## src/hw/rtl/assert_macros.svh

```systemverilog
// Assertion macros shared by the presence list RTL.
// Concurrent checks compile away when SYNTHESIS is defined.
`ifndef ASSERT_MACROS_SVH
`define ASSERT_MACROS_SVH
`ifndef SYNTHESIS
// prop must hold at every clock edge outside reset
`define ASSERT_CLK(lbl, clk, rstn, prop) \
  lbl: assert property (@(posedge clk) disable iff (!rstn) (prop)) \
    else $error("assertion failed");
// expr must never be true outside reset
`define ASSERT_NEVER(lbl, clk, rstn, expr) \
  lbl: assert property (@(posedge clk) disable iff (!rstn) !(expr)) \
    else $error("forbidden condition seen");
`else
`define ASSERT_CLK(lbl, clk, rstn, prop)
`define ASSERT_NEVER(lbl, clk, rstn, expr)
`endif
`endif

```

## src/hw/rtl/opl_pkg.sv

```systemverilog
// Package for the ordered presence list: widths, request and command codes,
// engine states and the command / result structs. No dependencies.
package opl_pkg;

  localparam int unsigned LIST_CAP_DEF  = 16;
  localparam int unsigned QUEUE_DEPTH_DEF = 2;
  localparam int unsigned ID_W          = 16;
  localparam int unsigned REQ_W         = 2;
  localparam int unsigned OUT_CNT_W     = 5;

  // Request codes on the input channel
  localparam logic [REQ_W-1:0] REQ_ARRIVE  = 2'd0;
  localparam logic [REQ_W-1:0] REQ_REBUILD = 2'd1;
  localparam logic [REQ_W-1:0] REQ_CLEAR   = 2'd2;

  typedef enum logic [1:0] {
    OP_ARRIVE,
    OP_REBUILD,
    OP_CLEAR,
    OP_NOP
  } op_e;

  typedef enum logic [1:0] {
    ST_IDLE,
    ST_MATCH,
    ST_APPEND,
    ST_STREAM
  } state_e;

  typedef struct packed {
    op_e             op;
    logic [ID_W-1:0] idx;
  } cmd_t;

  typedef struct packed {
    logic [ID_W-1:0]      entry_index;
    logic                 entry_valid;
    logic [OUT_CNT_W-1:0] present_count;
    logic                 last;
    logic                 overflow;
  } rsp_t;

endpackage

```

## src/hw/rtl/opl_chan_if.sv

```systemverilog
// Channel interfaces of the presence list: request in, result out.
// Valid/ready handshake; uses opl_pkg for field widths.
interface opl_req_if;
  logic                        valid;
  logic                        ready;
  logic [opl_pkg::REQ_W-1:0]   req_type;
  logic [opl_pkg::ID_W-1:0]    robot_id;

  modport source (output valid, output req_type, output robot_id, input ready);
  modport sink   (input valid, input req_type, input robot_id, output ready);
endinterface

interface opl_rsp_if;
  logic                            valid;
  logic                            ready;
  logic [opl_pkg::ID_W-1:0]        entry_index;
  logic                            entry_valid;
  logic [opl_pkg::OUT_CNT_W-1:0]   present_count;
  logic                            last;
  logic                            overflow;

  modport source (output valid, output entry_index, output entry_valid,
                  output present_count, output last, output overflow, input ready);
  modport sink   (input valid, input entry_index, input entry_valid,
                  input present_count, input last, input overflow, output ready);
endinterface

```

## src/hw/rtl/opl_front.sv

```systemverilog
// Front end: holds the id offset register, accepts requests and turns
// them into engine commands. Uses opl_pkg and opl_req_if.
module opl_front (
  input  logic                    clk_i,
  input  logic                    rst_ni,
  input  logic                    cfg_we_i,
  input  logic [opl_pkg::ID_W-1:0] cfg_wdata_i,
  opl_req_if.sink                 req_i,
  input  logic                    full_i,
  output logic                    push_o,
  output opl_pkg::cmd_t           cmd_o
);
  import opl_pkg::*;

  logic [ID_W-1:0] offset_q;

  always_ff @(posedge clk_i or negedge rst_ni) begin
    if (!rst_ni) begin
      offset_q <= '0;
    end else if (cfg_we_i) begin
      offset_q <= cfg_wdata_i;
    end
  end

  assign req_i.ready = !full_i;
  assign push_o      = req_i.valid && !full_i;

  always_comb begin
    cmd_o.idx = req_i.robot_id - offset_q;  // wraps mod 2^16
    unique case (req_i.req_type)
      REQ_ARRIVE:  cmd_o.op = OP_ARRIVE;
      REQ_REBUILD: cmd_o.op = OP_REBUILD;
      REQ_CLEAR:   cmd_o.op = OP_CLEAR;
      default:     cmd_o.op = OP_NOP;
    endcase
  end

endmodule

```

## src/hw/rtl/opl_queue.sv

```systemverilog
// Short command queue between front end and engine.
// Uses opl_pkg for the command type.
`include "assert_macros.svh"
module opl_queue #(
  parameter int unsigned DEPTH = opl_pkg::QUEUE_DEPTH_DEF
) (
  input  logic          clk_i,
  input  logic          rst_ni,
  input  logic          push_i,
  input  opl_pkg::cmd_t cmd_i,
  output logic          full_o,
  output logic          cmd_valid_o,
  output opl_pkg::cmd_t cmd_o,
  input  logic          pop_i
);
  import opl_pkg::*;

  localparam int unsigned PTR_W = (DEPTH > 1) ? $clog2(DEPTH) : 1;
  localparam int unsigned CNT_W = $clog2(DEPTH + 1);
  localparam logic [PTR_W-1:0] LAST_PTR = PTR_W'(DEPTH - 1);
  localparam logic [CNT_W-1:0] DEPTH_C  = CNT_W'(DEPTH);

  cmd_t             mem_q [DEPTH];
  logic [PTR_W-1:0] wr_ptr_q, wr_ptr_d;
  logic [PTR_W-1:0] rd_ptr_q, rd_ptr_d;
  logic [CNT_W-1:0] cnt_q, cnt_d;

  assign full_o      = (cnt_q == DEPTH_C);
  assign cmd_valid_o = (cnt_q != '0);
  assign cmd_o       = mem_q[rd_ptr_q];

  always_comb begin
    wr_ptr_d = wr_ptr_q;
    rd_ptr_d = rd_ptr_q;
    cnt_d    = cnt_q;
    if (push_i) begin
      wr_ptr_d = (wr_ptr_q == LAST_PTR) ? '0 : wr_ptr_q + PTR_W'(1);
    end
    if (pop_i) begin
      rd_ptr_d = (rd_ptr_q == LAST_PTR) ? '0 : rd_ptr_q + PTR_W'(1);
    end
    if (push_i && !pop_i) begin
      cnt_d = cnt_q + CNT_W'(1);
    end else if (pop_i && !push_i) begin
      cnt_d = cnt_q - CNT_W'(1);
    end
  end

  always_ff @(posedge clk_i or negedge rst_ni) begin
    if (!rst_ni) begin
      wr_ptr_q <= '0;
      rd_ptr_q <= '0;
      cnt_q    <= '0;
    end else begin
      wr_ptr_q <= wr_ptr_d;
      rd_ptr_q <= rd_ptr_d;
      cnt_q    <= cnt_d;
    end
  end

  always_ff @(posedge clk_i) begin
    if (push_i) begin
      mem_q[wr_ptr_q] <= cmd_i;
    end
  end

  `ASSERT_CLK(a_q_cnt_range, clk_i, rst_ni, cnt_q <= DEPTH_C)
  `ASSERT_NEVER(a_q_pop_empty, clk_i, rst_ni, pop_i && (cnt_q == '0))
  `ASSERT_CLK(a_q_push_fill, clk_i, rst_ni, (push_i && !pop_i) |=> (cnt_q != '0))

endmodule

```

## src/hw/rtl/opl_engine.sv

```systemverilog
// Back end: owns the pending, current and rebuild lists, executes commands
// and drives the result register. Uses opl_pkg and opl_rsp_if.
`include "assert_macros.svh"
module opl_engine #(
  parameter int unsigned LIST_CAPACITY = opl_pkg::LIST_CAP_DEF
) (
  input  logic          clk_i,
  input  logic          rst_ni,
  input  logic          cmd_valid_i,
  input  opl_pkg::cmd_t cmd_i,
  output logic          cmd_pop_o,
  opl_rsp_if.source     rsp_o
);
  import opl_pkg::*;

  localparam int unsigned IDX_W = $clog2(LIST_CAPACITY);
  localparam int unsigned CNT_W = $clog2(LIST_CAPACITY + 1);
  localparam logic [CNT_W-1:0] CAP_C = CNT_W'(LIST_CAPACITY);

  state_e state_q, state_d;

  logic [ID_W-1:0] cur_q   [LIST_CAPACITY];
  logic [ID_W-1:0] pend_q  [LIST_CAPACITY];
  logic [ID_W-1:0] fresh_q [LIST_CAPACITY];

  logic [CNT_W-1:0] cur_cnt_q, cur_cnt_d;
  logic [CNT_W-1:0] pend_cnt_q, pend_cnt_d;
  logic [CNT_W-1:0] scan_q, scan_d;       // walk index for all phases
  logic [CNT_W-1:0] n_q, n_d;             // rebuild list length
  logic [LIST_CAPACITY-1:0] taken_q, taken_d;

  logic rsp_valid_q, rsp_valid_d;
  rsp_t rsp_q, rsp_d;
  logic rsp_load;
  logic out_free;

  // list write ports
  logic            pend_we, cur_we, fresh_we;
  logic [ID_W-1:0] fresh_wdata;

  logic [LIST_CAPACITY-1:0] pend_mask;
  logic [LIST_CAPACITY-1:0] arr_vec;
  logic [LIST_CAPACITY-1:0] match_vec;
  logic [ID_W-1:0]          cur_rd, pend_rd, fresh_rd;
  logic                     arr_hit, pend_full;
  logic [IDX_W-1:0]         scan_idx;

  assign scan_idx  = scan_q[IDX_W-1:0];
  assign cur_rd    = cur_q[scan_idx];
  assign pend_rd   = pend_q[scan_idx];
  assign fresh_rd  = fresh_q[scan_idx];
  assign pend_full = (pend_cnt_q == CAP_C);
  assign out_free  = !rsp_valid_q || rsp_o.ready;

  // parallel compare against the live pending entries
  always_comb begin
    for (int j = 0; j < LIST_CAPACITY; j++) begin
      pend_mask[j] = (CNT_W'(j) < pend_cnt_q);
      arr_vec[j]   = pend_mask[j] && (pend_q[j] == cmd_i.idx);
      match_vec[j] = pend_mask[j] && !taken_q[j] && (pend_q[j] == cur_rd);
    end
  end
  assign arr_hit = |arr_vec;

  // next state
  always_comb begin
    state_d = state_q;
    unique case (state_q)
      ST_IDLE: begin
        if (cmd_valid_i && (cmd_i.op == OP_REBUILD)) state_d = ST_MATCH;
      end
      ST_MATCH: begin
        if (scan_q == cur_cnt_q) state_d = ST_APPEND;
      end
      ST_APPEND: begin
        if (scan_q == pend_cnt_q) state_d = ST_STREAM;
      end
      ST_STREAM: begin
        if (out_free && ((n_q == '0) || (scan_q == n_q - CNT_W'(1)))) state_d = ST_IDLE;
      end
      default: state_d = ST_IDLE;
    endcase
  end

  // datapath and outputs
  always_comb begin
    cur_cnt_d   = cur_cnt_q;
    pend_cnt_d  = pend_cnt_q;
    scan_d      = scan_q;
    n_d         = n_q;
    taken_d     = taken_q;
    cmd_pop_o   = 1'b0;
    pend_we     = 1'b0;
    cur_we      = 1'b0;
    fresh_we    = 1'b0;
    fresh_wdata = cur_rd;
    rsp_load    = 1'b0;
    rsp_d       = rsp_q;

    unique case (state_q)
      ST_IDLE: begin
        if (cmd_valid_i) begin
          unique case (cmd_i.op)
            OP_REBUILD: begin
              cmd_pop_o = 1'b1;
              scan_d    = '0;
              n_d       = '0;
              taken_d   = '0;
            end
            OP_ARRIVE: begin
              if (out_free) begin
                cmd_pop_o           = 1'b1;
                rsp_load            = 1'b1;
                rsp_d.entry_index   = '0;
                rsp_d.entry_valid   = 1'b0;
                rsp_d.present_count = OUT_CNT_W'(cur_cnt_q);
                rsp_d.last          = 1'b1;
                rsp_d.overflow      = !arr_hit && pend_full;
                if (!arr_hit && !pend_full) begin
                  pend_we    = 1'b1;
                  pend_cnt_d = pend_cnt_q + CNT_W'(1);
                end
              end
            end
            OP_CLEAR: begin
              if (out_free) begin
                cmd_pop_o           = 1'b1;
                cur_cnt_d           = '0;
                pend_cnt_d          = '0;
                rsp_load            = 1'b1;
                rsp_d.entry_index   = '0;
                rsp_d.entry_valid   = 1'b0;
                rsp_d.present_count = '0;
                rsp_d.last          = 1'b1;
                rsp_d.overflow      = 1'b0;
              end
            end
            default: begin
              if (out_free) begin
                cmd_pop_o           = 1'b1;
                rsp_load            = 1'b1;
                rsp_d.entry_index   = '0;
                rsp_d.entry_valid   = 1'b0;
                rsp_d.present_count = OUT_CNT_W'(cur_cnt_q);
                rsp_d.last          = 1'b1;
                rsp_d.overflow      = 1'b0;
              end
            end
          endcase
        end
      end
      // keep old members that are still pending, in old order
      ST_MATCH: begin
        if (scan_q != cur_cnt_q) begin
          scan_d = scan_q + CNT_W'(1);
          if (|match_vec) begin
            taken_d     = taken_q | match_vec;
            fresh_we    = 1'b1;
            fresh_wdata = cur_rd;
            n_d         = n_q + CNT_W'(1);
          end
        end else begin
          scan_d = '0;
        end
      end
      // then newcomers in arrival order
      ST_APPEND: begin
        if (scan_q != pend_cnt_q) begin
          scan_d = scan_q + CNT_W'(1);
          if (!taken_q[scan_idx]) begin
            fresh_we    = 1'b1;
            fresh_wdata = pend_rd;
            n_d         = n_q + CNT_W'(1);
          end
        end else begin
          scan_d     = '0;
          cur_cnt_d  = n_q;
          pend_cnt_d = '0;
          taken_d    = '0;  // pending list empties, so no entry stays taken
        end
      end
      // stream the new list, committing it to the current list as it goes
      ST_STREAM: begin
        if (out_free) begin
          rsp_load            = 1'b1;
          rsp_d.overflow      = 1'b0;
          rsp_d.present_count = OUT_CNT_W'(n_q);
          if (n_q == '0) begin
            rsp_d.entry_index = '0;
            rsp_d.entry_valid = 1'b0;
            rsp_d.last        = 1'b1;
          end else begin
            rsp_d.entry_index = fresh_rd;
            rsp_d.entry_valid = 1'b1;
            rsp_d.last        = (scan_q == n_q - CNT_W'(1));
            cur_we            = 1'b1;
            scan_d            = scan_q + CNT_W'(1);
          end
        end
      end
      default: begin
      end
    endcase
  end

  assign rsp_valid_d = rsp_load ? 1'b1 : (rsp_o.ready ? 1'b0 : rsp_valid_q);

  always_ff @(posedge clk_i or negedge rst_ni) begin
    if (!rst_ni) begin
      state_q     <= ST_IDLE;
      cur_cnt_q   <= '0;
      pend_cnt_q  <= '0;
      scan_q      <= '0;
      n_q         <= '0;
      taken_q     <= '0;
      rsp_valid_q <= 1'b0;
    end else begin
      state_q     <= state_d;
      cur_cnt_q   <= cur_cnt_d;
      pend_cnt_q  <= pend_cnt_d;
      scan_q      <= scan_d;
      n_q         <= n_d;
      taken_q     <= taken_d;
      rsp_valid_q <= rsp_valid_d;
    end
  end

  always_ff @(posedge clk_i) begin
    if (rsp_load) rsp_q <= rsp_d;
    if (pend_we)  pend_q[pend_cnt_q[IDX_W-1:0]] <= cmd_i.idx;
    if (fresh_we) fresh_q[n_q[IDX_W-1:0]] <= fresh_wdata;
    if (cur_we)   cur_q[scan_idx] <= fresh_rd;
  end

  assign rsp_o.valid         = rsp_valid_q;
  assign rsp_o.entry_index   = rsp_q.entry_index;
  assign rsp_o.entry_valid   = rsp_q.entry_valid;
  assign rsp_o.present_count = rsp_q.present_count;
  assign rsp_o.last          = rsp_q.last;
  assign rsp_o.overflow      = rsp_q.overflow;

  `ASSERT_CLK(a_pend_cnt_range, clk_i, rst_ni, pend_cnt_q <= CAP_C)
  `ASSERT_CLK(a_cur_cnt_range, clk_i, rst_ni, cur_cnt_q <= CAP_C)
  `ASSERT_CLK(a_n_le_pend, clk_i, rst_ni, (state_q == ST_APPEND) |-> (n_q <= pend_cnt_q))
  `ASSERT_NEVER(a_taken_live, clk_i, rst_ni, (taken_q & ~pend_mask) != '0)
  `ASSERT_CLK(a_stream_idx, clk_i, rst_ni,
              ((state_q == ST_STREAM) && (n_q != '0)) |-> (scan_q < n_q))
  `ASSERT_NEVER(a_no_load_stall, clk_i, rst_ni, rsp_load && !out_free)

endmodule

```

## src/hw/rtl/ordered_presence_list.sv

```systemverilog
// Ordered presence list: keeps the ordered list of agents present at a site.
// Request channel req_i: req_type 0 = arrival of robot_id, 1 = end-of-tick
// rebuild, 2 = clear both lists, 3 = no-op. Result channel rsp_o.
// An arrival stores robot_id minus the id offset in the pending list unless
// already pending; a full pending list drops it and flags overflow. It gives
// one result. A rebuild keeps old members still pending in their old order,
// appends newcomers in arrival order, empties the pending list and streams
// the new list, one result per entry (last on the final one); an empty list
// gives a single result with entry_valid low. Clear and no-op give one result.
// Config: cfg_we_i/cfg_wdata_i write the id offset; write only while idle.
// Flow: an accepted command is written into the QUEUE_DEPTH-entry queue
// (two entries by default) before the engine sees it; arrival, clear and
// no-op results leave through the engine's result register. A rebuild
// walks the current list, then the pending list, and then streams the new
// list; the engine runs one command at a time, so later ones wait queued.
// Reset clears both counts, the offset and all handshake state; list
// contents need no reset. When the receiver holds rsp_o.ready low, the
// result register holds, the engine waits and the queue fills, after which
// req_i.ready drops.
module ordered_presence_list #(
  parameter int unsigned LIST_CAPACITY = opl_pkg::LIST_CAP_DEF,
  parameter int unsigned QUEUE_DEPTH   = opl_pkg::QUEUE_DEPTH_DEF
) (
  input  logic                     clk_i,
  input  logic                     rst_ni,
  input  logic                     cfg_we_i,
  input  logic [opl_pkg::ID_W-1:0] cfg_wdata_i,
  opl_req_if.sink                  req_i,
  opl_rsp_if.source                rsp_o
);
  import opl_pkg::*;

  // front -> queue
  logic push;
  logic q_full;
  cmd_t front_cmd;

  // queue -> engine
  logic cmd_valid;
  logic cmd_pop;
  cmd_t eng_cmd;

  opl_front u_front (
    .clk_i       (clk_i),
    .rst_ni      (rst_ni),
    .cfg_we_i    (cfg_we_i),
    .cfg_wdata_i (cfg_wdata_i),
    .req_i       (req_i),
    .full_i      (q_full),
    .push_o      (push),
    .cmd_o       (front_cmd)
  );

  opl_queue #(
    .DEPTH (QUEUE_DEPTH)
  ) u_queue (
    .clk_i       (clk_i),
    .rst_ni      (rst_ni),
    .push_i      (push),
    .cmd_i       (front_cmd),
    .full_o      (q_full),
    .cmd_valid_o (cmd_valid),
    .cmd_o       (eng_cmd),
    .pop_i       (cmd_pop)
  );

  opl_engine #(
    .LIST_CAPACITY (LIST_CAPACITY)
  ) u_engine (
    .clk_i       (clk_i),
    .rst_ni      (rst_ni),
    .cmd_valid_i (cmd_valid),
    .cmd_i       (eng_cmd),
    .cmd_pop_o   (cmd_pop),
    .rsp_o       (rsp_o)
  );

endmodule
```

## src/flat_wrapper.sv

```systemverilog
// flat-port wrapper written by rule: the top's interface ports become plain ports
module ordered_presence_list_flat import opl_pkg::*;
#(
  parameter int unsigned LIST_CAPACITY = opl_pkg::LIST_CAP_DEF,
  parameter int unsigned QUEUE_DEPTH   = opl_pkg::QUEUE_DEPTH_DEF
)
  (clk_i, rst_ni, cfg_we_i, cfg_wdata_i, req_i_valid, req_i_req_type, req_i_robot_id, req_i_ready, rsp_o_valid, rsp_o_entry_index, rsp_o_entry_valid, rsp_o_present_count, rsp_o_last, rsp_o_overflow, rsp_o_ready);
  opl_req_if req_i_i ();
  opl_rsp_if rsp_o_i ();
  input  logic clk_i;
  input  logic rst_ni;
  input  logic cfg_we_i;
  input  logic [opl_pkg::ID_W-1:0] cfg_wdata_i;
  input wire logic [$bits(req_i_i.valid)-1:0] req_i_valid;
  input wire logic [$bits(req_i_i.req_type)-1:0] req_i_req_type;
  input wire logic [$bits(req_i_i.robot_id)-1:0] req_i_robot_id;
  output wire logic [$bits(req_i_i.ready)-1:0] req_i_ready;
  output wire logic [$bits(rsp_o_i.valid)-1:0] rsp_o_valid;
  output wire logic [$bits(rsp_o_i.entry_index)-1:0] rsp_o_entry_index;
  output wire logic [$bits(rsp_o_i.entry_valid)-1:0] rsp_o_entry_valid;
  output wire logic [$bits(rsp_o_i.present_count)-1:0] rsp_o_present_count;
  output wire logic [$bits(rsp_o_i.last)-1:0] rsp_o_last;
  output wire logic [$bits(rsp_o_i.overflow)-1:0] rsp_o_overflow;
  input wire logic [$bits(rsp_o_i.ready)-1:0] rsp_o_ready;
  assign req_i_i.valid = req_i_valid;
  assign req_i_i.req_type = req_i_req_type;
  assign req_i_i.robot_id = req_i_robot_id;
  assign req_i_ready = req_i_i.ready;
  assign rsp_o_valid = rsp_o_i.valid;
  assign rsp_o_entry_index = rsp_o_i.entry_index;
  assign rsp_o_entry_valid = rsp_o_i.entry_valid;
  assign rsp_o_present_count = rsp_o_i.present_count;
  assign rsp_o_last = rsp_o_i.last;
  assign rsp_o_overflow = rsp_o_i.overflow;
  assign rsp_o_i.ready = rsp_o_ready;
  ordered_presence_list #(.LIST_CAPACITY(LIST_CAPACITY), .QUEUE_DEPTH(QUEUE_DEPTH)) u_core (.clk_i(clk_i), .rst_ni(rst_ni), .cfg_we_i(cfg_we_i), .cfg_wdata_i(cfg_wdata_i), .req_i(req_i_i), .rsp_o(rsp_o_i));
endmodule
```

## config.mk

```make
export PLATFORM = sky130hd
export DESIGN_NAME = ordered_presence_list_flat
export DESIGN_NICKNAME = d
export VERILOG_FILES = /design/src/hw/rtl/opl_pkg.sv /design/src/hw/rtl/opl_chan_if.sv /design/src/hw/rtl/opl_front.sv /design/src/hw/rtl/opl_queue.sv /design/src/hw/rtl/opl_engine.sv /design/src/hw/rtl/ordered_presence_list.sv /design/src/flat_wrapper.sv
export VERILOG_INCLUDE_DIRS = /design/src /design/src/hw/rtl
export SDC_FILE = /design/constraint.sdc
export NUM_CORES = 1
export LEC_CHECK = 0
export BUFFER_PORTS_ARGS = -buffer_cell sky130_fd_sc_hd__buf_4
export CAP_MARGIN = 30
export CORE_UTILIZATION = 50
export CTS_BUF_LIST = sky130_fd_sc_hd__clkbuf_8
export CTS_CLUSTER_DIAMETER = 50
export DETAILED_ROUTE_END_ITERATION = 8
export MAX_ROUTING_LAYER = met4
export PLACE_DENSITY = 0.66
export SLEW_MARGIN = 20
export SYNTH_ARGS = -nofsm -noshare
export SYNTH_HDL_FRONTEND = slang
export SYNTH_SLANG_ARGS = --single-unit
```

## constraint.sdc

```tcl
create_clock -name clk_i -period 13.45 [get_ports clk_i]
set_input_delay 2.69 -clock clk_i [delete_from_list [all_inputs] [get_ports clk_i]]
set_output_delay 2.69 -clock clk_i [all_outputs]
set_load 0.02 [all_outputs]
```

==> impl_metrics.py <==
metrics = {
    "cells_and_area": {
        "drive_above_1_share": 0.2141,
        "final_nets": 3482,
        "syn_to_final_growth_pct": 12.28,
    },
    "cts": {
        "cts_buffers": 152,
        "cts_buffer_depth": 3,
        "cts_tree": "done",
        "cts-hold-fix-buffers": 0,
        "cts_setup_buffers": 0,
        "cts_resized": 0,
        "worst_setup_hold_path_clk_slew_ns": 0.06,
        "clock-sinks": 887,
        "cts_root_buf": "clkbuf_8",
        "h-tree-depth": 4,
        "clk_latency_ns": 0.86,
    },
    "setup_path": {
        "cpMostUsedCell": "buf_4",
        "end_kind": "flip-flop",
        "critPathBufInv": 4,
        "worstSetupPathType": "reg2reg",
        "path_delay_family": "compound AO/OA/AOI/OAI gates",
        "path_max_fanout": 41,
        "required_ns": 13.92,
        "critPathMaxStageDelay_ns": 0.88,
        "slowest_stage": "dfrtp_4",
        "arrival_ns": 7.75,
        "worst_setup_path_start_kind": "flip-flop",
        "path_cells": "buf_4 -> buf_4 -> nor2b_1 -> buf_4 -> a22oi_1 -> nand2_1 -> buf_4 -> xor2_1 -> nand2_1 -> nor4_1 -> a31oi_1 -> o2111ai_2 -> nor4_4 -> nand2_4 -> a21oi_4 -> and3b_1",
    },
    "detailed_routing": {
        "dr_wl_met3_um": 22970,
        "wire_per_inst_um": 40.24,
        "route.layer.met1.wl_um": 72830,
        "top_layer": "met4",
        "wl_met2_um": 82180,
        "drt-initial-drc-count": 5410,
        "drc": 0,
        "vias": 32394,
        "routed_via_density": 6.852,
        "drtPass1Iterations": 6,
        "wirelength_um": 190300,
        "ant_nets": 0,
    },
    "sta": {
        "setup_viol": 0,
        "worstMarginPinSlew_ns": 1.214,
        "rsz0062_at_grt": "no",
        "fin_crit_sh": 0.5414,
        "tns_ns": 0,
        "finalMaxSlewViolations": 0,
        "clock_skew_ns": 0.04264,
        "fin_hold_ws_ns": 0.5040,
        "hold_violations": 0,
        "max_freq_mhz": 137.3,
        "period_needed_ns": 7.282,
        "slew_headroom": 0.1676,
    },
    "grt": {
        "grt_usage": 0.4212,
        "first_global_vias": 31300,
        "grt-ovfl-total": 0,
        "grt_pass1_wl_um": 258100,
        "grt_max_degree": 67,
        "grt_antenna_before_repair": 16,
    },
    "placed_design": {
        "place_congestion": 1.086,
        "dpl.hpwl_um": 132200,
        "port-buffer-count": 64,
    },
    "synth": {
        "netlist_area_um2": 46040,
        "synthFlopType": "edfxtp_1",
        "syn_area_per_cell_um2": 14.15,
        "synth_warnings": 0,
        "ys_types": 102,
        "syn_inst": 3253,
        "synth_edf_count": 828,
        "synth.net_count": 3326,
        "seq_area_frac_synth": 0.5722,
        "async_reset_ff_frac": 0.06652,
        "synth_seq_cells": 887,
    },
    "min_path": {
        "min_path_type": "reg2reg",
    },
    "run": {
        "maxCapViolations": 0,
    },
    "power": {
        "p_clk_frac": 0.219,
        "combinationalPowerShare": 0.444,
        "vdd_drop_max_mv": 0.1526,
        "sw_frac_of_total": 0.4234,
        "intPower_uw": 6418,
        "leakagePower_uw": 0.01687,
        "power_switching_uw": 4712,
        "p_per_area_nw_per_um2": 215.3,
        "p_seq_frac": 0.336,
    },
    "floorplan": {
        "core_area_um2": 90560,
        "rows": 110,
        "die_area_um2": 93290,
        "io_pins": 65,
        "initial_core_util": 0.5083,
        "die_y_um": 305.4,
        "die_w_um": 305.4,
    },
    "outcome": {
        "outcome": "finished, final reports clean",
    },
}
## registers in the layout, summed over array words and instances, names as in the netlist, 2 cells and up
name                                 cells
u_core.u_engine.pend_q                 256
u_core.u_engine.n_q                      5
u_core.u_queue.cnt_q                     2
u_core.u_engine.pend_cnt_q               5
u_core.u_engine.fresh_q                256
u_core.u_engine.rsp_o.present_count      5
u_core.u_front.offset_q                 16
u_core.u_engine.state_q                  2
u_core.u_engine.taken_q                 16
u_core.u_engine.scan_q                   5
u_core.u_engine.cur_q                  256
u_core.u_engine.cur_cnt_q                5
u_core.u_engine.rsp_o.entry_index       16
u_core.u_queue.mem_q                    36
## cell families after synthesis
group           Yosys count  synth area share
fa+ha+maj                34          0.009404
flops                   887            0.5722
mux                     345            0.1306
compound gates          453           0.06879
buf+inv                 305           0.03175
xor+xnor                618            0.1176
simple gates            611           0.06969
## cell type report
type	count	area [um2]
Fill cell	7192	38870
Sequential cell	887	26350
Multi-Input combinational cell	2061	18610
Clock buffer	154	2120
Timing Repair Buffer	203	1810
Tap cell	1176	1471
Clock inverter	122	874.6
Inverter	104	395.4
Antenna cell	21	52.55
## cells in the mapped netlist, drive strengths merged, types with 13 or more instances
library cell	n	area, um2
a2111oi	17	167.7
a211oi	21	157.7
a21oi	78	412.9
a22oi	34	275.3
a31oi	13	87.58
and3	23	143.9
buf	109	723.2
clkbuf	92	345.3
dfrtp	59	1476
edfxtp	828	24860
ha	33	412.9
inv	104	392.9
mux2	48	548.0
mux2i	104	1119
mux4	193	4347
nand2	134	520.5
nand2b	16	100.1
nand3	39	200.2
nand4	49	306.5
nor2	122	462.9
nor2b	15	93.84
nor3	84	441.7
nor4	73	496.7
o2111ai	16	152.7
o211ai	20	150.1
o21ai	99	499.2
o22ai	34	212.7
o31ai	18	140.1
xnor2	442	3871
xor2	176	1541
## final timing paths
path                                                        from                                       end  cells past startpoint  slack, ns
max                        u_core.u_engine.scan_q[0]$_DFFE_PN0P_  u_core.u_engine.fresh_q[0][10]$_DFFE_PP_                     16       6.17
min                          u_core.u_queue.wr_ptr_q$_DFFE_PN0P_       u_core.u_queue.wr_ptr_q$_DFFE_PN0P_                      1       0.50
max reg2reg                u_core.u_engine.scan_q[0]$_DFFE_PN0P_  u_core.u_engine.fresh_q[0][10]$_DFFE_PP_                     16       6.17
min reg2reg                  u_core.u_queue.wr_ptr_q$_DFFE_PN0P_       u_core.u_queue.wr_ptr_q$_DFFE_PN0P_                      1       0.50
max in group asynchronous                                 rst_ni     u_core.u_engine.scan_q[3]$_DFFE_PN0P_                      2      11.17
min in group asynchronous                                 rst_ni    u_core.u_front.offset_q[2]$_DFFE_PN0P_                      1       1.69
## metal layers
metal	global-route usage	vias to the layer above
met3	0.1251	588
met5	-	-
met1	0.5446	16467
met4	0.2377	0
li1	-	12822
met2	0.5920	2517
## through the flow
stage                       util  instances  total power (uW)  area [um2]  worst slack [ns]
final                     0.5707       4728             11130       51690             6.168
after detailed placement  0.5347       4418              8503       48430             6.110
after floorplan                -       3253              6417       46040             8.213
after CTS                 0.5678       4694             10930       51420             6.060
after global placement    0.5311       4399              8385       48100             5.779
after global routing      0.5705       4721             11340       51670             5.852
## power by group through the flow
stage / Sequential [uW] / Clock [uW] / Combinational (uW)
final: 3740 / 2440 / 4950
after detailed placement: 3830 / 0 / 4680
after global placement: 3830 / 0 / 4550
after global routing: 3750 / 2590 / 5000
after CTS: 3770 / 2470 / 4700
after floorplan: 3730 / 0 / 2680
## layout by cell type, fill, tap and decap left out, drive strengths merged, types with 49 or more instances in the layout
cell type / instances
xnor2: 442
nand2: 134
nor3: 84
dfrtp: 59
mux2i: 104
o21ai: 99
edfxtp: 828
buf: 203
nand4: 49
nor2: 122
mux4: 193
clkinv: 58
xor2: 176
inv: 152
nor4: 73
a21oi: 78
clkbuf: 154
Power figures use the tool's default switching activity.
